--- config.mk ---
export PLATFORM = sky130hd
export DESIGN_NAME = ppb_csr_flat
export DESIGN_NICKNAME = d
export VERILOG_FILES = /design/src/ppb_pkg.sv /design/src/ppb_if.sv /design/src/ppb_csr.sv /design/src/flat_wrapper.sv
export SDC_FILE = /design/constraint.sdc
export NUM_CORES = 1
export LEC_CHECK = 0
export BUFFER_PORTS_ARGS = -buffer_cell sky130_fd_sc_hd__buf_2
export CAP_MARGIN = 0
export CORE_ASPECT_RATIO = 1.1
export CORE_MARGIN = 2
export CORE_UTILIZATION = 48
export DETAILED_ROUTE_END_ITERATION = 10
export HOLD_SLACK_MARGIN = 0.12
export PLACE_DENSITY = 0.74
export SYNTH_ARGS = -nofsm -noshare
export SYNTH_HDL_FRONTEND = slang
export SYNTH_SLANG_ARGS = --single-unit
--- constraint.sdc ---
create_clock -name clock -period 1.4 [get_ports clock]
set_input_delay 0.28 -clock clock [delete_from_list [all_inputs] [get_ports clock]]
set_output_delay 0.28 -clock clock [all_outputs]
set_load 0.03 [all_outputs]
--- src/ppb_pkg.sv ---
// Package with the types, codes and constants of the palette patch blitter.
package ppb_pkg;

   localparam int DEF_PALETTE_DEPTH = 256;
   localparam int DEF_MAX_TEX_DIM   = 1024;

   localparam int COORD_W  = 10;
   localparam int INDEX_W  = 8;
   localparam int CHAN_W   = 8;
   localparam int COLOR_W  = 3 * CHAN_W;
   localparam int DEST_W   = 20;
   localparam int DIMREG_W = 11;
   localparam int ORIGIN_W = 16;
   localparam int COUNT_W  = 9;
   localparam int CSR_IDX_W  = 3;
   localparam int CSR_DATA_W = 16;

   localparam logic [CHAN_W-1:0] ALPHA_OPAQUE = 8'hFF;

   localparam logic CMD_BLIT = 1'b0;
   localparam logic CMD_LOAD = 1'b1;

   localparam logic [DIMREG_W-1:0] RST_TEX_WIDTH     = 11'd64;
   localparam logic [DIMREG_W-1:0] RST_TEX_HEIGHT    = 11'd128;
   localparam logic [ORIGIN_W-1:0] RST_ORIGIN        = 16'd0;
   localparam logic [COUNT_W-1:0]  RST_PALETTE_COUNT = 9'd256;

   typedef enum logic [CSR_IDX_W-1:0] {
      REG_TEX_WIDTH     = 3'd0,
      REG_TEX_HEIGHT    = 3'd1,
      REG_PLACE_X       = 3'd2,
      REG_PLACE_Y       = 3'd3,
      REG_PALETTE_COUNT = 3'd4
   } ppb_reg_type;

   typedef struct packed {
      logic [DIMREG_W-1:0] tex_width;
      logic [DIMREG_W-1:0] tex_height;
      logic [ORIGIN_W-1:0] place_x;
      logic [ORIGIN_W-1:0] place_y;
      logic [COUNT_W-1:0]  palette_count;
   } ppb_cfg_type;

endpackage

--- src/ppb_if.sv ---


interface ppb_csr_if;
   logic        valid;
   logic        ready;
   logic [2:0]  index;
   logic [15:0] data;

   modport source (output valid, index, data, input ready);
   modport sink (input valid, index, data, output ready);
endinterface

--- src/ppb_csr.sv ---
// Configuration registers of the palette patch blitter.
module ppb_csr
   import ppb_pkg::*;
(
   input  logic        clock,
   input  logic        reset,
   ppb_csr_if.sink     csr_bus,
   output ppb_cfg_type cfg
);

   ppb_cfg_type cfg_ff;

   assign csr_bus.ready = 1'b1;

   always_ff @(posedge clock) begin
      if (reset) begin
         cfg_ff.tex_width     <= RST_TEX_WIDTH;
         cfg_ff.tex_height    <= RST_TEX_HEIGHT;
         cfg_ff.place_x       <= RST_ORIGIN;
         cfg_ff.place_y       <= RST_ORIGIN;
         cfg_ff.palette_count <= RST_PALETTE_COUNT;
      end else if (csr_bus.valid && csr_bus.ready) begin
         unique case (csr_bus.index)
            REG_TEX_WIDTH:     cfg_ff.tex_width     <= csr_bus.data[DIMREG_W-1:0];
            REG_TEX_HEIGHT:    cfg_ff.tex_height    <= csr_bus.data[DIMREG_W-1:0];
            REG_PLACE_X:       cfg_ff.place_x       <= csr_bus.data[ORIGIN_W-1:0];
            REG_PLACE_Y:       cfg_ff.place_y       <= csr_bus.data[ORIGIN_W-1:0];
            REG_PALETTE_COUNT: cfg_ff.palette_count <= csr_bus.data[COUNT_W-1:0];
            default: begin
            end
         endcase
      end
   end

   assign cfg = cfg_ff;

endmodule

--- src/flat_wrapper.sv ---
// flat-port wrapper written by rule: the top's interface ports become plain ports
module ppb_csr_flat import ppb_pkg::*;
  (clock, reset, cfg, csr_bus_valid, csr_bus_index, csr_bus_data, csr_bus_ready);
  ppb_csr_if csr_bus_i ();
  input  logic clock;
  input  logic reset;
  output ppb_cfg_type cfg;
  input wire logic [$bits(csr_bus_i.valid)-1:0] csr_bus_valid;
  input wire logic [$bits(csr_bus_i.index)-1:0] csr_bus_index;
  input wire logic [$bits(csr_bus_i.data)-1:0] csr_bus_data;
  output wire logic [$bits(csr_bus_i.ready)-1:0] csr_bus_ready;
  assign csr_bus_i.valid = csr_bus_valid;
  assign csr_bus_i.index = csr_bus_index;
  assign csr_bus_i.data = csr_bus_data;
  assign csr_bus_ready = csr_bus_i.ready;
  ppb_csr u_core (.clock(clock), .reset(reset), .csr_bus(csr_bus_i), .cfg(cfg));
endmodule
# After elaboration in Yosys (flattened, before gate mapping)
# Index checks and enable logic that the tools add are counted.
# Widths: inputs -> output; s select.
# totals
reg_bits,63
latchBits,0
ram_bits,0
mem_bits_ro,0
input_bits,22
output_inout_bits,64
elab_cells,15
n_memories,0
# op_classes
add_sub_neg,0
mul,0
n_div,0
magnitude_cmp,0
n_eq_ne,4
shifts,0
mux,0
bitwise_logic,0
reduce_logical,6
# op_table
op,n
$reduce_and 2->1,5
$eq 3x2->1 const B,2
$eq 3x1->1 const B,1
$eq 3x3->1 const B,1
$logic_not 3->1,1

# Logic depth before layout (Yosys ltp)
# Gate-level depths: netlist of run 1.
# depth
word_depth,2
depth_mapped,4

# Least setup slack after synthesis of run 1
# No wires, ideal clock.
# synth_timing
path_kind,in2reg
start,input csr_bus_index[2]
end,register u_core.cfg_ff (netlist bit u_core.cfg[53])
setup_ps,122
t_arrival_ps,1085
required_ps,1278
slack_ps,193
stages,3
path_buffers,1
path_cell_list,or4b_4 buf_6 mux2i_1
# synth_between
elab_chain_cells,2
# synth_rtl
item,line,rtl
"start, declared",flat_wrapper.sv:9,input wire logic [$bits(csr_bus_i.index)-1:0] csr_bus_index;
$logic_not 3->1,ppb_csr.sv:23,unique case (csr_bus.index)
$reduce_and 2->1 (no line),n/a,
"end, declared",ppb_csr.sv:11,ppb_cfg_type cfg_ff;
# Every way passes these cells.
# A chain may end at the register's enable or synchronous reset.

# Final worst setup path of run 1
# layout_timing
start,register u_core.cfg_ff (netlist bit u_core.cfg[59])
end,output cfg[59] in the netlist's numbering
# layout_lines
item,line,rtl
"end, declared",flat_wrapper.sv:7,output ppb_cfg_type cfg;
# No word-level cell between the ends.

==> results.md, run 1 <==
* Switching fraction of total power at 0.2418
* Die X at 73.41 um
* CTS root buf: clkbuf_8
* Crit path arrival time at 0.88 ns
* Worst Setup End Kind: primary output
* Status: finished, final reports clean
* Vias per cell at 4.882
* Synthesis Warnings at 0
* Placer Congestion at 0.7077
* DR iter-0 viols at 84
* Residual DRC at 0
* Int Pwr at 0.002758 W
* Peak Freq at 0.8637 GHz
* Vias in the first global route at 1825
* Die area at 0.005898 sq mm
* CP delay by family, top: flip-flops
* Hold Vio Cnt, Final at 0
* Clock latency on the worst-skew pair at 0.32 ns
* DRT Wirelength at 5275 um
* Final Cycle Share at 0.8270
* Sequential share of power at 0.509
* Max reg flops at 63
* Fin Clk Skew at 0 ns
* Avg Cell Area, Syn at 10.96 sq um
* Clock buffer count from CTS at 9
* Setup CP Type: register to primary output
* Slowest CP cell: dfxtp_1
* Unrepaired setup endpoints after global routing: no
* Pin count of the biggest net entering global routing at 45
* Bufs and invs on worst path at 1
* Top-area cell type share of the netlist area at 0.4958
* CP Max Fanout at 2
* Max IR drop VDD at 602.6 uV
* Synth async-reset ratio at 0
* Post-synth cell types at 14
* CP Launch Type: register
* Ant diodes at 0
* Die height at 80.35 um
* Post-Syn Area at 0.002544 sq mm
* TNS Setup at 0 ns
* Postcts setup bufs at 0
* Number of top-level pins at 86
* Final Max Slew Viols at 0
* Flip-flop and latch count after synthesis at 63
* Fraction of layout cells with a size suffix above 1 at 0.3426
* First-pass GRT wire length at 8569 um
* P_leak at 1.719 nW
* Routed length per instance at 13.81 um
* Crit path cell chain: buf_2
* Post-synth EDFFs at 0
* Crit path time final at 1.158 ns
* Pwr dens at 1111 mW/mm^2
* Comb power frac at 0.100
* H-tree depth at 3
* Vias at 1865
* Hold Crit Class: input pin to register
* P_sw at 0.0008796 W
* Post-CTS resize count at 0
* Post-route setup slack at 0.2422 ns
* Pre-antenna DRT Iters at 4
* Final core utilization at 0.6462
* Post-synth top area cell: dfxtp_1
* Rows at 27
* CTS sink count at 63
* Sequential area share after synthesis at 0.4958
* Place WS at 0.03663 ns
* Initial antenna violation count at 0
* Synthesis-to-layout area growth at 28.73%
* Syn Nets at 254
* Non-Filler Instances at 382
* Worst path max stage delay at 0.35 ns
* Count leader, synth: nand2b_1
* Total track usage at 0.1892
* NumNets Final at 342
* Hold_buf cts at 0
* Initial core utilization at 0.5020
* Grt total ovfl at 0
* Worst-path clk slew at 0.07 ns
* Placed cells at 367
* Core area at 0.005067 sq mm
* Routed Antenna Nets at 0
* Clock Path Buffers at 2
* Top post-synthesis cells by area: dfxtp_1, mux2i_1, nand2b_1
* Port Buffers at 84
* Clock power share at 0.391
* Syn Inst Count at 232
* Synth Flop Type: dfxtp_1
* Final Setup Violations at 0
* Total of max-cap violations at 0
* Post-detail-place hpwl at 3658 um
* CTS tree: built
* WP data required at 1.12 ns
* Synth cell count leaders: nand2b_1, dfxtp_1, mux2i_1, clkbuf_1, nor2_1
[logic make-up after synthesis]
group / after synthesis / share of synthesized area
and+or+nand+nor: 88 / 0.2213
muxes: 63 / 0.2479
DFF: 63 / 0.4958
buffers and inverters: 17 / 0.03344
other: 1 / 0.001474
[power by group through the flow]
stage,registers (W),clock network (W),logic (W)
after detailed placement,0.00189,0,0.000366
after global placement,0.00189,0,0.000363
final,0.00185,0.00142,0.000363
after global routing,0.00185,0.00154,0.000389
after CTS,0.00185,0.00145,0.000367
after floorplan,0.00197,0,0.000157
[layout by cell type (no fill, tap or decap)]
cell	instances
and4b_1	1
buf_12	4
buf_2	84
buf_4	6
clkbuf_8	12
clkinv_2	2
clkinvlp_4	1
conb_1	1
dfxtp_1	63
mux2i_1	63
nand2b_1	76
nand4b_1	1
nand4bb_1	2
nor2_1	6
nor4bb_4	1
or4b_4	1
[path summary, 6_finish.rpt]
path                                                   from                     endpoint  slack (ns)  depth (start not counted)
worst max-delay path            u_core.cfg[59]$_SDFFE_PP0P_                      cfg[59]        0.24                          1
worst min-delay path                        csr_bus_data[7]  u_core.cfg[48]$_SDFFE_PP1P_        0.23                          3
worst min register to register  u_core.cfg[21]$_SDFFE_PP0P_  u_core.cfg[21]$_SDFFE_PP0P_        0.47                          2
worst max register to register  u_core.cfg[59]$_SDFFE_PP0P_  u_core.cfg[59]$_SDFFE_PP0P_        0.76                          2
[layout make-up]
class	instances	area (sq um)
clock buffers	12	165.2
clock inverters	3	17.52
fillers	419	1793
multi-input cells	152	1212
flip-flops and latches	63	1261
well taps	58	72.57
repair buffers	94	545.5
[metrics by stage]
| stage | hold slack [ns] | total power, W | instance area (sq um) |
|---|---|---|---|
| global placement | 0.4536 | 0.002252 | 3092 |
| global route | 0.2319 | 0.003779 | 3274 |
| floorplan | 0.4412 | 0.002127 | 2544 |
| CTS | 0.2239 | 0.003667 | 3274 |
| detailed placement | 0.4589 | 0.002257 | 3092 |
| finish | 0.2281 | 0.003638 | 3274 |
[layer usage]
layer	up-vias	share of wire	GRT usage	routed length (um)
li1	938	-	-	-
met1	858	0.45	0.2376	2371
met2	59	0.47	0.3072	2503
met3	10	0.058	0.04893	305
met4	0	0.018	0.07636	93
met5	-	0	0	0
Power figures use the tool's default switching activity.
==> inputs of run 2 (changes only) <==
Settings changed: ABC_AREA set to 1, CORE_UTILIZATION 48 to 45, PLACE_DENSITY 0.74 to 0.72.
Clock period 1.4 ns to 1.06 ns, I/O delays scaled along.
==> run 2 against run 1 <==
  * Register-to-register slack lost 0.37 ns
  * Clock power grew 56%
  * Combinational power grew 140%
  * Design area grew 20%
  * Core utilization grew 7.2 points
  * Largest power group unchanged
  * Via count grew 44%
  * Flip-flop and latch count is the same
  * Global-route usage grew 4.5 points
  * Worst hold slack lost 0.017 ns
  * Highest routed layer unchanged
  * Setup slack lost 0.24 ns
  * Sequential power grew 37%
==> results.md, run 2 <==
* Clock latency on the worst-skew pair at 0.34 ns
* Fin Clk Skew at 0 ns
* Ant diodes at 0
* CP Launch Type: register
* Post-detail-place hpwl at 4656 um
* Worst-path clk slew at 0.07 ns
* Die height at 83.36 um
* Setup CP Type: register to primary output
* Synthesis Warnings at 0
* Final Cycle Share at 0.9937
* Synth async-reset ratio at 0
* Simple-Gate Fraction of Synth Area at 0.4293
* Routed length per instance at 13.71 um
* First-pass GRT wire length at 11720 um
* Clock buffer count from CTS at 9
* Post-synth cell types at 16
* Met2 wire len at 3739 um
* Design Power at 0.005630 W
* P_sw at 0.001529 W
* Grt total ovfl at 0
* Bufs and invs on worst path at 1
* Routed Antenna Nets at 0
* Syn Inst Count at 373
* Met1 WL at 2998 um
* NumNets Final at 492
* Final Max Slew Viols at 0
* Peak Freq at 0.9494 GHz
* Metal3 WL at 603 um
* Syn Nets at 395
* Post-synth EDFFs at 0
* CTS root buf: clkbuf_8
* Synth Flop Type: dfxtp_1
* Post-synth top area cell: dfxtp_1
* Port Buffers at 84
* Crit path cell chain: buf_6
* Crit path time final at 1.053 ns
* Number of top-level pins at 86
* Residual DRC at 0
* Vias at 2690
* Clock Path Buffers at 2
* Pwr dens at 1435 mW/mm^2
* Unrepaired setup endpoints after global routing: yes
* Placer Congestion at 0.8179
* Final Setup Violations at 0
* Comb power frac at 0.158
* Sequential area share after synthesis at 0.4896
* WP data required at 0.85 ns
* Crit path arrival time at 0.84 ns
* Pre-antenna DRT Iters at 5
* DR iter-0 viols at 206
* Pin count of the biggest net entering global routing at 35
* P_leak at 1.829 nW
* Top post-synthesis cells by area: dfxtp_1, nor2_1, nand3_1
* Commonest non-fill, non-tap cells in the layout: nor2_1, nand2_1, nand3_1
* Sequential share of power at 0.449
* Post-route setup slack at 0.006694 ns
* Synthesis-to-layout area growth at 52.26%
* Fillers at 449
* Hold Vio Cnt, Final at 0
* Initial core utilization at 0.4714
* Final core utilization at 0.7177
* Die area at 0.006347 sq mm
* Fraction of layout cells with a size suffix above 1 at 0.4063
* Switching fraction of total power at 0.2716
* Worst Setup End Kind: primary output
* Status: finished, final reports clean
* Mux contribution to synthesized area at 0
* CTS tree: built
* Die X at 76.14 um
* Avg Cell Area, Syn at 6.907 sq um
* Flip-flop and latch count after synthesis at 63
* Synth cell count leaders: nor2_1, nand2_1, dfxtp_1, nand3_1, inv_1
* CP Max Fanout at 2
* Worst path max stage delay at 0.36 ns
* Compound-Gate Fraction of Synth Area at 0.001943
* Commonest non-fill, non-tap cell in the layout: nor2_1
* Hold Crit Class: input pin to register
* CP startpoint: u_core.cfg[9]$_SDFFE_PP0P_
* Core area at 0.005465 sq mm
* CP delay by family, top: flip-flops
* Total track usage at 0.2338
* Total of max-cap violations at 0
* DRT Wirelength at 7538 um
* Top layer reached by signal wires: met4
* Max reg flops at 63
* Slowest CP cell: dfxtp_2
* Place WS at -0.2682 ns
* Hold wc startpoint: csr_bus_data[15]
* Clock power share at 0.393
* CTS sink count at 63
* Post-Synth XOR/XNOR Area at 0
* Largest family of logic cells by synthesized area: simple AND/OR/NAND/NOR gates
* Count leader, synth: nor2_1
* Max IR drop VDD at 880.3 uV
* Vias in the first global route at 2507
* Post-Syn Area at 0.002576 sq mm
* Top-area cell type share of the netlist area at 0.4896
* Post-Synth Adder-Cell Area at 0
* Initial antenna violation count at 0
* Reg-to-Reg Start: u_core.cfg[59]$_SDFFE_PP0P_
* Int Pwr at 0.004101 W
* Rows at 28
* H-tree depth at 3
* Vias per cell at 4.891
==> run 2: cell count changes after synthesis, moves of 8 or more <==
cell      before  now
nand3_1        0   63
nand2b_1      76    0
mux2i_1       63    0
nand2_1        0   72
nor2_1         6  123
inv_1          0   20
clkbuf_1       9    1
==> run 2: routing by layer <==
| layer | global-route usage | vias up |
|---|---|---|
| met5 | 0 | - |
| li1 | - | 1337 |
| met4 | 0.1041 | 0 |
| met1 | 0.2875 | 1232 |
| met2 | 0.3799 | 105 |
| met3 | 0.06848 | 16 |
==> run 2: repair_timing <==
action | in CTS | in global routing
buffers inserted | 0 | 0
hold buffers | 3 | 0
setup endpoints to repair | 63 | 60
gates resized for setup | 117 | 73
hold endpoints to repair | 3 | 0
==> run 2: per-stage QoR <==
stage / hold WS [ns] / setup TNS (ns) / std cells / area, sq um
final: 0.2114 / 0 / 550 / 3923
after global routing: 0.2448 / -0.02834 / 550 / 3923
after CTS: 0.2051 / 0 / 550 / 3759
after detailed placement: 0.4400 / -7.193 / 531 / 3212
after global placement: 0.4312 / -5.461 / 531 / 3212
after floorplan: 0.3252 / 0 / 373 / 2576
==> run 2: kinds of logic (layout without fill, tap and decap cells) <==
logic type / count (synthesis) / count (layout)
AOI/OAI and AO/OA: 1 / 1
buffers and inverters: 43 / 145
DFF: 63 / 63
other: 1 / 1
and+or+nand+nor: 265 / 265
==> run 2: power groups by stage <==
stage	Clock, W	Sequential [W]	Combinational [W]
2_1_floorplan	0	0.00271	0.000332
4_1_cts	0.00222	0.00251	0.000852
3_3_place_gp	0	0.00254	0.000761
6_report	0.00221	0.00253	0.000887
5_1_grt	0.00233	0.00254	0.000958
3_5_place_dp	0	0.00255	0.000771
==> run 2: area by class of cell <==
| cell class | instances | area, sq um | area share |
|---|---|---|---|
| well taps | 75 | 93.84 | 0.02392 |
| inverters | 23 | 86.33 | 0.02201 |
| repair buffers | 106 | 1071 | 0.2730 |
| clock buffers | 13 | 168.9 | 0.04306 |
| flip-flops and latches | 63 | 1338 | 0.3410 |
| multi-input cells | 267 | 1125 | 0.2868 |
| clock inverters | 3 | 40.04 | 0.01021 |
==> run 2: path summary, 6_finish.rpt <==
path                            slack [ns]  cells past startpoint                     endpoint
worst max register to register        0.39                      2  u_core.cfg[59]$_SDFFE_PP0P_
worst max-delay path                 0.007                      1                       cfg[9]
worst min-delay path                  0.21                      5  u_core.cfg[24]$_SDFFE_PP0P_
worst min register to register        0.48                      2  u_core.cfg[34]$_SDFFE_PP0P_
