File: config.mk
export PLATFORM = sky130hd
export DESIGN_NAME = ppb_back_flat
export DESIGN_NICKNAME = d
export VERILOG_FILES = /design/src/ppb_pkg.sv /design/src/ppb_if.sv /design/src/ppb_back.sv /design/src/flat_wrapper.sv
export SDC_FILE = /design/constraint.sdc
export NUM_CORES = 1
export LEC_CHECK = 0
export ABC_AREA = 1
export BUFFER_PORTS_ARGS = -buffer_cell sky130_fd_sc_hd__buf_2
export CAP_MARGIN = 15
export CORE_UTILIZATION = 37
export CTS_CLUSTER_DIAMETER = 50
export CTS_CLUSTER_SIZE = 28
export DETAILED_ROUTE_END_ITERATION = 8
export PLACE_DENSITY = 0.68
export SLEW_MARGIN = 20
export SYNTH_ARGS = -nofsm -noshare
export SYNTH_HDL_FRONTEND = slang
export SYNTH_SLANG_ARGS = --single-unit
File: constraint.sdc
create_clock -name clock -period 9.1 [get_ports clock]
set_input_delay 0.91 -clock clock [delete_from_list [all_inputs] [get_ports clock]]
set_output_delay 0.91 -clock clock [all_outputs]
set_load 0.005 [all_outputs]
File: src/ppb_pkg.sv
// Package with the types, codes and constants of the palette patch blitter.
package ppb_pkg;

   localparam int DEF_PALETTE_DEPTH = 256;
   localparam int DEF_MAX_TEX_DIM   = 1024;

   localparam int COORD_W  = 10;
   localparam int INDEX_W  = 8;
   localparam int CHAN_W   = 8;
   localparam int COLOR_W  = 3 * CHAN_W;
   localparam int DEST_W   = 20;
   localparam int DIMREG_W = 11;
   localparam int ORIGIN_W = 16;
   localparam int COUNT_W  = 9;
   localparam int CSR_IDX_W  = 3;
   localparam int CSR_DATA_W = 16;

   localparam logic [CHAN_W-1:0] ALPHA_OPAQUE = 8'hFF;

   localparam logic CMD_BLIT = 1'b0;
   localparam logic CMD_LOAD = 1'b1;

   localparam logic [DIMREG_W-1:0] RST_TEX_WIDTH     = 11'd64;
   localparam logic [DIMREG_W-1:0] RST_TEX_HEIGHT    = 11'd128;
   localparam logic [ORIGIN_W-1:0] RST_ORIGIN        = 16'd0;
   localparam logic [COUNT_W-1:0]  RST_PALETTE_COUNT = 9'd256;

   typedef enum logic [CSR_IDX_W-1:0] {
      REG_TEX_WIDTH     = 3'd0,
      REG_TEX_HEIGHT    = 3'd1,
      REG_PLACE_X       = 3'd2,
      REG_PLACE_Y       = 3'd3,
      REG_PALETTE_COUNT = 3'd4
   } ppb_reg_type;

   typedef struct packed {
      logic [DIMREG_W-1:0] tex_width;
      logic [DIMREG_W-1:0] tex_height;
      logic [ORIGIN_W-1:0] place_x;
      logic [ORIGIN_W-1:0] place_y;
      logic [COUNT_W-1:0]  palette_count;
   } ppb_cfg_type;

endpackage

File: src/ppb_if.sv


interface ppb_rsp_if;
   logic        valid;
   logic        ready;
   logic [19:0] dest_pixel_index;
   logic [7:0]  red;
   logic [7:0]  green;
   logic [7:0]  blue;
   logic [7:0]  alpha;

   modport source (output valid, dest_pixel_index, red, green, blue, alpha, input ready);
   modport sink (input valid, dest_pixel_index, red, green, blue, alpha, output ready);
endinterface


File: src/ppb_back.sv
// Row multiply, address add and the result register of the palette patch blitter.
module ppb_back
   import ppb_pkg::*;
#(
   parameter int MAX_TEX_DIM = DEF_MAX_TEX_DIM
) (
   input  logic                               clock,
   input  logic                               reset,
   input  logic                               s2_valid,
   input  logic [$clog2(MAX_TEX_DIM)-1:0]     s2_dx,
   input  logic [$clog2(MAX_TEX_DIM)-1:0]     s2_dy,
   input  logic [$clog2(MAX_TEX_DIM+1)-1:0]   s2_width,
   input  logic [COLOR_W-1:0]                 s2_color,
   output logic                               down_ready,
   ppb_rsp_if.source                          rsp_bus
);

   localparam int CW = $clog2(MAX_TEX_DIM);
   localparam int DW = $clog2(MAX_TEX_DIM + 1);
   localparam int PW = CW + DW;
   localparam int SW = (PW + 1 > DEST_W) ? PW + 1 : DEST_W;

   logic               s3_valid_ff;
   logic [PW-1:0]      s3_prod_ff;
   logic [CW-1:0]      s3_dx_ff;
   logic [COLOR_W-1:0] s3_color_ff;
   logic               rsp_valid_ff;
   logic [DEST_W-1:0]  rsp_dest_ff;
   logic [COLOR_W-1:0] rsp_color_ff;

   logic               s3_open;
   logic               out_open;
   logic [SW-1:0]      dest_sum;

   assign out_open   = !rsp_valid_ff || rsp_bus.ready;
   assign s3_open    = !s3_valid_ff || out_open;
   assign down_ready = s3_open;
   assign dest_sum   = SW'(s3_prod_ff) + SW'(s3_dx_ff);

   always_ff @(posedge clock) begin
      if (reset) begin
         s3_valid_ff  <= 1'b0;
         rsp_valid_ff <= 1'b0;
      end else begin
         if (s3_open) begin
            s3_valid_ff <= s2_valid;
         end
         if (out_open) begin
            rsp_valid_ff <= s3_valid_ff;
         end
      end
   end

   always_ff @(posedge clock) begin
      if (s2_valid && s3_open) begin
         s3_prod_ff  <= PW'(s2_dy * s2_width);
         s3_dx_ff    <= s2_dx;
         s3_color_ff <= s2_color;
      end
      if (s3_valid_ff && out_open) begin
         rsp_dest_ff  <= dest_sum[DEST_W-1:0];
         rsp_color_ff <= s3_color_ff;
      end
   end

   assign rsp_bus.valid            = rsp_valid_ff;
   assign rsp_bus.dest_pixel_index = rsp_dest_ff;
   assign rsp_bus.red              = rsp_color_ff[3*CHAN_W-1:2*CHAN_W];
   assign rsp_bus.green            = rsp_color_ff[2*CHAN_W-1:CHAN_W];
   assign rsp_bus.blue             = rsp_color_ff[CHAN_W-1:0];
   assign rsp_bus.alpha            = ALPHA_OPAQUE;

endmodule

File: src/flat_wrapper.sv
// flat-port wrapper written by rule: the top's interface ports become plain ports
module ppb_back_flat import ppb_pkg::*;
#(
   parameter int MAX_TEX_DIM = DEF_MAX_TEX_DIM
)
  (clock, reset, s2_valid, s2_dx, s2_dy, s2_width, s2_color, down_ready, rsp_bus_valid, rsp_bus_dest_pixel_index, rsp_bus_red, rsp_bus_green, rsp_bus_blue, rsp_bus_alpha, rsp_bus_ready);
  ppb_rsp_if rsp_bus_i ();
  input  logic clock;
  input  logic reset;
  input  logic s2_valid;
  input  logic [$clog2(MAX_TEX_DIM)-1:0] s2_dx;
  input  logic [$clog2(MAX_TEX_DIM)-1:0] s2_dy;
  input  logic [$clog2(MAX_TEX_DIM+1)-1:0] s2_width;
  input  logic [COLOR_W-1:0] s2_color;
  output logic down_ready;
  output wire logic [$bits(rsp_bus_i.valid)-1:0] rsp_bus_valid;
  output wire logic [$bits(rsp_bus_i.dest_pixel_index)-1:0] rsp_bus_dest_pixel_index;
  output wire logic [$bits(rsp_bus_i.red)-1:0] rsp_bus_red;
  output wire logic [$bits(rsp_bus_i.green)-1:0] rsp_bus_green;
  output wire logic [$bits(rsp_bus_i.blue)-1:0] rsp_bus_blue;
  output wire logic [$bits(rsp_bus_i.alpha)-1:0] rsp_bus_alpha;
  input wire logic [$bits(rsp_bus_i.ready)-1:0] rsp_bus_ready;
  assign rsp_bus_valid = rsp_bus_i.valid;
  assign rsp_bus_dest_pixel_index = rsp_bus_i.dest_pixel_index;
  assign rsp_bus_red = rsp_bus_i.red;
  assign rsp_bus_green = rsp_bus_i.green;
  assign rsp_bus_blue = rsp_bus_i.blue;
  assign rsp_bus_alpha = rsp_bus_i.alpha;
  assign rsp_bus_i.ready = rsp_bus_ready;
  ppb_back #(.MAX_TEX_DIM(MAX_TEX_DIM)) u_core (.clock(clock), .reset(reset), .s2_valid(s2_valid), .s2_dx(s2_dx), .s2_dy(s2_dy), .s2_width(s2_width), .s2_color(s2_color), .down_ready(down_ready), .rsp_bus(rsp_bus_i));
endmodule
Yosys cells after proc, flatten, opt, wreduce, memory -nomap -nowiden
Index checks and enable logic that the tools add are counted.
- add/subtract/negate cells: 1
- multiply operators: 1
- reduce and logical (&&, ||, !) cells: 6
- operator list (cell ; count):
    $add A20 B10 Y20 ; 1
    $mul A10 B11 Y20 ; 1
    $logic_and A1 B1 Y1 ; 2
    $logic_not A1 Y1 ; 2
    $logic_or A1 B1 Y1 ; 2
- output and inout port bits: 54
- logic and storage cells: 15
- input bits: 59
- flip-flop bits (word level): 100

Longest topological paths before layout
Gate-level depths: netlist of run 1.
- word-level depth: 4
- gate-level depth with buffers: 21
- depth with buffers taken out: 20

Worst setup path before layout of run 1
Ideal clock, no wire load.
- path kind: input-to-reg
- start: input s2_dy[1]
- end: register u_core.s3_prod_ff[19], data pin
- stages: 21
- setup slack: 3.953 ns
- required time: 8.848 ns
- data arrival time: 4.895 ns
- path through: clkbuf_1 nand2_1 fa_1 inv_1 fa_1 inv_1 fa_1 inv_1 fa_1 inv_1 fa_1 inv_1 ha_1 nand2_1 nand2_1 a21oi_1 nand3_1 nand2_1 nand2_1 nand2_1 nand2_1
- word-level cells in the longest chain between the ends: 1
- ends and longest elaborated chain (element ; line ; source):
    start, declared ; flat_wrapper.sv:12 ; input logic [$clog2(MAX_TEX_DIM)-1:0] s2_dy;
    $mul A10 B11 Y20 ; ppb_back.sv:56 ; s3_prod_ff <= PW'(s2_dy * s2_width);
    end signal, assigned ; ppb_back.sv:56 ;
    end, declared ; ppb_back.sv:24 ; logic [PW-1:0] s3_prod_ff;
No other way between the ends.
A chain may end at the register's enable or synchronous reset.

Worst setup path after layout of run 1
Same ends and word-level chain as after synthesis.

==> flow_summary_export.csv, run 1 <==
group,metric,value,unit
power_and_ir_drop,pwr_density_cell,263.9,mW/mm^2
routing,routed_wirelength,16280,um
cts,cts_buffer_depth,2,
cts,cts_root_buffer,"clkbuf_16",
cts,numCtsBuffers,9,
synth,ys_types,29,
routing,ant_nets,0,
synth,synth_area,0.007950,mm^2
routing,via_per_inst,4.567,
sta,tightestPinTransition,0.8755,ns
sta,setup_viol,0,
floorplan,core,0.02102,mm^2
power_and_ir_drop,ir_drop,0.0001648,V
worst_setup_path,cp.required,9.20,ns
sta,fmaxAchievable,0.2017,GHz
layout,finalCoreUtilization,0.4297,
flow_run,maxCapViolations,0,
global_routing,grt_remaining_overflow,0,
global_routing,antenna_found_initial,0,
sta,period_minus_slack,4.958,ns
global_routing,grt_max_degree,55,
layout,final_nets,1175,
routing,route.detailed.drc,0,
global_routing,track_usage,0.1580,
sta,setup_tns,0,ns
placed_design,place_congestion,0.9080,
synth,synth_top_family_by_area,"adder cells",
sta,slew_headroom,0.4157,
synth,synth_compound_area_frac,0.02329,
worst_setup_path,worstSetupPathType,"in -> reg",
cts,worstSkewPairLatency,0.34,ns
synth,synthAdderAreaFrac,0.2754,
cts,cts_resized,0,
synth,synth_xor_area_frac,0.01873,
worst_hold_path,hold_class,"reg -> reg",
synth,synth_simple_gate_area_share,0.1879,
synth,ys_seq_area_frac,0.3752,
worst_setup_path,end_kind,"flip-flop",
synth,synth-seq-cells,100,
routing,vias,5768,
synth,avgSynthCellArea,8.943,um^2
sta,rsz0062_at_grt,"false",
cts,cts_tree,"done",
floorplan,ios,113,
status,outcome,"complete, no violations",
synth,synthMuxAreaShare,0,
cts,cts-hold-fix-buffers,0,
floorplan,fp.dieArea,0.02208,mm^2
sta,fin_crit_sh,0.5448,
synth,yosys_warnings,0,
layout,drive_above_1_share,0.1387,
routing,drt-pass1-iter-count,5,
floorplan,start_util,0.3782,
floorplan,dieWidth,148.6,um
placed_design,portBuffers,104,
routing,drt_iter0_drc,384,
worst_setup_path,start_kind,"input port",
power_and_ir_drop,p_leak,4.939,nW
worst_setup_path,cp.arrival,5.06,ns
global_routing,grt_pass1_vias,5843,
cts,post_cts_buffers,0,
layout,synthToLayoutAreaGrowth,13.61,%
sta,clock_skew,0.004320,ns
routing,routedWlPerCell,12.89,um
cts,htree_levels,3,
sta,slew_violations,0,
cts,clock_sinks,100,
floorplan,die_h,148.6,um
placed_design,dp.final_hpwl,13220,um
worst_setup_path,critPathMaxFanout,11,
synth,synthCells,889,
floorplan,std_cell_rows,53,
sta,hold_viol,0,
layout,antenna_cells,0,
cts,clk_pin_slew,0.07,ns
global_routing,grt_pass1_wl,27280,um
-- kinds of logic after synthesis --
family / count (synthesis)
xor gates and xnor gates: 17
other: 1
buffers and inverters: 243
adders and majority gates: 133
AOI/OAI and AO/OA: 33
and+or+nand+nor: 362
DFF: 100
-- cell usage after synthesis --
library cell | number | area (um^2)
or2_1 | 1 | 6.260
o21ai_0 | 8 | 40.04
edfxtp_1 | 98 | 2943
conb_1 | 1 | 3.750
nand2_2 | 5 | 31.28
nand2_1 | 274 | 1028
dfxtp_1 | 2 | 40.04
a21oi_1 | 21 | 105.1
nand3b_1 | 3 | 22.52
o211ai_2 | 1 | 12.51
nor2_1 | 24 | 90.09
xor2_1 | 16 | 140.1
inv_1 | 214 | 803.3
nand3_2 | 3 | 30.03
buf_1 | 4 | 15.01
nor2_4 | 2 | 22.52
a21o_1 | 1 | 7.510
nor3_2 | 1 | 10.01
fa_1 | 70 | 1401
nor3_1 | 5 | 25.02
nor2_2 | 3 | 18.77
clkbuf_1 | 16 | 60.06
ha_1 | 63 | 788.3
nand3_1 | 38 | 190.2
a21boi_2 | 1 | 11.26
buf_4 | 9 | 67.56
a21oi_2 | 1 | 8.760
nand4_1 | 3 | 18.77
xnor2_1 | 1 | 8.760
-- layer usage --
layer	routed length, um	vias up	track usage
li1	-	2875	-
met2	8201	178	0.2918
met1	6648	2682	0.1840
met4	431	0	0.05773
met3	994	33	0.02301
met5	0	-	0
-- path summary, 6_finish.rpt --
| path | start | endpoint | slack, ns | cells past startpoint |
|---|---|---|---|---|
| worst max-delay path | s2_dy[1] | u_core.s3_prod_ff[19] | 4.14 | 21 |
| worst min-delay path | u_core.s3_color_ff[12] | u_core.rsp_color_ff[12] | 0.42 | 0 |
| worst max register to register | u_core.s3_prod_ff[0] | u_core.rsp_bus.dest_pixel_index[14] | 6.90 | 11 |
| worst min register to register | u_core.s3_color_ff[12] | u_core.rsp_color_ff[12] | 0.42 | 0 |
-- critical path, cell delays in order --
cell and delay (ns):
buf_2 0.21, nand2_1 0.11, fa_1 0.54, inv_1 0.05, fa_1 0.51, inv_1 0.06
fa_1 0.52, inv_1 0.05, fa_1 0.47, inv_1 0.05, fa_1 0.47, inv_1 0.04
ha_1 0.32, nand2_1 0.08, nand2_1 0.06, a21oi_1 0.19, nand3_1 0.15, nand2_1 0.10
nand2_1 0.05, nand2_1 0.06, nand2_1 0.04
-- metrics by stage --
stage	instances	power, mW	hold slack (ns)	area, um^2	setup slack (ns)
final	1263	2.384	0.4188	9032	4.142
after global routing	1263	2.620	0.4249	9032	3.877
after CTS	1263	2.399	0.4201	9031	4.139
after detailed placement	1247	1.992	0.4045	8717	3.774
after global placement	1247	1.968	0.4005	8717	3.868
after floorplan	896	1.680	0.4003	7976	3.953
-- where the power goes --
part	total (mW)	switching (mW)	internal (mW)
Sequential	0.690	0.0424	0.648
Combinational	1.30	0.818	0.478
Clock	0.397	0.156	0.241
Total	2.38	1.02	1.37
-- sequential cells by signal, summed over array words and instances, names as in the netlist --
signal / flops
u_core.rsp_bus.dest_pixel_index: 20
u_core.rsp_bus.valid: 1
u_core.s3_prod_ff: 20
u_core.s3_valid_ff: 1
u_core.s3_dx_ff: 10
u_core.rsp_color_ff: 24
u_core.s3_color_ff: 24
-- layout by cell type (no fill, tap or decap) --
cell,netlist,routed
a21boi_2,1,1
a21o_1,1,1
a21oi_1,21,20
a21oi_2,1,1
a21oi_4,0,1
buf_2,0,104
buf_4,9,1
bufinv_16,0,2
clkbuf_1,16,1
clkbuf_16,0,9
clkinv_1,0,2
clkinv_2,0,1
conb_1,1,8
dfxtp_1,2,2
edfxtp_1,98,98
fa_1,70,70
ha_1,63,63
inv_1,214,213
inv_6,0,2
nand2_1,274,274
nand2_2,5,5
nand3_1,38,38
nand3_2,3,3
nand3b_1,3,3
nand4_1,3,3
nor2_1,24,24
nor2_2,3,3
nor2_4,2,2
nor3_1,5,5
nor3_2,1,1
o211ai_2,1,1
o21ai_0,8,8
or2_1,1,1
xnor2_1,1,1
xor2_1,16,16
-- area by class of cell --
cell class                 instances  area, um^2
multi-input combinational        553        4059
fill                            2066       11990
clock buffer                      10       229.0
inverter                         214       804.5
tap                              275       344.1
sequential                       100        2983
timing repair buffer             105       528.0
clock inverter                     6       85.08
(Power assumes the default switching activity.)
==> run 2: changes to the inputs <==
clock period = 4.8 ns   (was 9.1 ns; I/O delays follow)
==> run 2 against run 1 <==
Net effect:
- clock power increased by 77%
- final cell count increased by 0.87%
- critical path type unchanged
- highest routed layer unchanged
- clock skew is 0.0023 ns higher
==> flow_summary_export.csv, run 2 (synthesis gave the netlist of run 1 again) <==
group,metric,value,unit
cts,numCtsBuffers,9,
layout,final_cell_mix,"274 x nand2_1, 213 x inv_1, 104 x buf_2",
power_and_ir_drop,power.total,4.441,mW
global_routing,track_usage,0.1593,
worst_setup_path,rrSetupSlack,2.59,ns
sta,slew_violations,0,
worst_setup_path,end_kind,"flip-flop",
cts,post_cts_buffers,0,
worst_setup_path,r2r-start,"u_core.s3_prod_ff[0]",
power_and_ir_drop,pwr_density_cell,488.1,mW/mm^2
floorplan,die_h,148.6,um
worst_setup_path,endpoint,"u_core.s3_prod_ff[19]",
cts,cts_buffer_depth,2,
cts,worstSkewPairLatency,0.34,ns
status,outcome,"complete, no violations",
floorplan,dieWidth,148.6,um
routing,vias,5744,
power_and_ir_drop,p_leak,4.984,nW
routing,drt-pass1-iter-count,5,
placed_design,portBuffers,104,
sta,tightestPinTransition,0.8727,ns
layout,multi_input_area,0.004059,mm^2
floorplan,start_util,0.3782,
sta,slew_headroom,0.4176,
worst_setup_path,critPathMaxFanout,10,
floorplan,core,0.02102,mm^2
sta,hold_viol,0,
global_routing,grt_pass1_wl,27650,um
routing,routedWlPerCell,12.78,um
global_routing,grt_pass1_vias,5947,
layout,drive_above_1_share,0.1502,
worst_setup_path,setup.worst_path.start,"s2_width[5]",
layout,reg.largest.list,"u_core.rsp_color_ff x24, u_core.s3_color_ff x24",
cts,cts-hold-fix-buffers,0,
sta,fmaxAchievable,0.2259,GHz
worst_hold_path,hold_class,"in -> reg",
sta,clock_skew,0.006581,ns
global_routing,grt_max_degree,55,
placed_design,place_congestion,0.9374,
sta,fin_crit_sh,0.9223,
cts,htree_levels,3,
cts,clk_pin_slew,0.07,ns
worst_setup_path,worstRegToRegCells,11,
cts,cts_resized,0,
layout,fill_cells,2049,
flow_run,maxCapViolations,0,
worst_setup_path,start_kind,"input port",
floorplan,std_cell_rows,53,
cts,cts_tree,"done",
worst_hold_path,hold_depth,1,
layout,final_nets,1187,
layout,register_area,0.002983,mm^2
sta,setup_tns,0,ns
worst_setup_path,cp.required,4.90,ns
layout,finalCoreUtilization,0.4328,
floorplan,fp.dieArea,0.02208,mm^2
sta,period_minus_slack,4.427,ns
cts,cts_root_buffer,"clkbuf_16",
global_routing,antenna_found_initial,0,
routing,routed_wirelength,16280,um
routing,drt_iter0_drc,331,
layout,final_common_cell,"nand2_1",
routing,ant_nets,0,
worst_setup_path,reg2reg_to,"u_core.rsp_bus.dest_pixel_index[14]",
placed_design,dp.final_hpwl,13390,um
floorplan,ios,113,
cts,clock_sinks,100,
worst_setup_path,cp.arrival,4.53,ns
routing,via_per_inst,4.509,
sta,setup_viol,0,
power_and_ir_drop,ir_drop,0.0002661,V
sta,rsz0062_at_grt,"false",
layout,antenna_cells,0,
layout,synthToLayoutAreaGrowth,14.43,%
global_routing,grt_remaining_overflow,0,
routing,route.detailed.drc,0,
worst_setup_path,worstSetupPathType,"in -> reg",
## run 2: cell count changes in the layout (fill, tap and decap cells not counted)
cell,delta
inv_6,-1
bufinv_16,-1
clkinv_4,+1
clkbuf_1,-1
clkinvlp_4,+1
clkinv_2,+1
clkinv_1,-1
buf_4,+12
## run 2: how the worst min path moves through the flow
stage                            from                       to  slack (ns)
6_report                     s2_dx[0]       u_core.s3_dx_ff[0]        0.31
5_1_grt                      s2_dx[9]       u_core.s3_dx_ff[9]        0.30
4_1_cts                      s2_dx[0]       u_core.s3_dx_ff[0]        0.30
3_5_place_dp    u_core.s3_color_ff[2]   u_core.rsp_color_ff[2]        0.41
3_3_place_gp   u_core.s3_color_ff[22]  u_core.rsp_color_ff[22]        0.40
2_1_floorplan   u_core.s3_color_ff[0]   u_core.rsp_color_ff[0]        0.40
## run 2: report_power, final
group          switching (mW)  leakage (nW)  internal (mW)
Clock                   0.300         0.139          0.401
Combinational            1.52          3.89          0.909
Sequential             0.0817         0.958           1.23
Total                    1.90          4.98           2.54
## run 2: routing by layer
| layer | routed length (um) | GRT usage |
|---|---|---|
| met5 | 0 | 0 |
| met4 | 371 | 0.05670 |
| met3 | 915 | 0.02086 |
| met2 | 7984 | 0.2890 |
| met1 | 7011 | 0.1923 |
## run 2: final cells by class
cell class | count | share of cell area
Clock buffer | 9 | 0.02476
Inverter | 214 | 0.08843
Multi-Input combinational cell | 553 | 0.4462
Tap cell | 275 | 0.03782
Clock inverter | 6 | 0.007014
Sequential cell | 100 | 0.3279
Timing Repair Buffer | 117 | 0.06794
## run 2: stage by stage
stage          hold slack, ns  instance area [um^2]  cells  worst slack (ns)
6_report               0.3144                  9097   1274            0.3727
5_1_grt                0.2973                  9097   1274            0.1245
3_3_place_gp           0.4003                  8807   1259           0.07928
2_1_floorplan          0.4003                  7976    896           0.08257
3_5_place_dp           0.4052                  8807   1259           0.02389
4_1_cts                0.3022                  9096   1274            0.3837
## run 2: worst max-delay path, cell delays in order
cell	delay, ns
buf_2	0.20
nand2_1	0.09
fa_1	0.48
inv_1	0.05
fa_1	0.50
inv_1	0.05
fa_1	0.53
inv_1	0.05
fa_1	0.47
inv_1	0.05
fa_1	0.47
inv_1	0.04
ha_1	0.32
nand2_1	0.09
nand2_1	0.06
a21oi_1	0.17
nand3_1	0.15
nand2_1	0.11
nand2_1	0.06
nand2_1	0.06
nand2_1	0.04
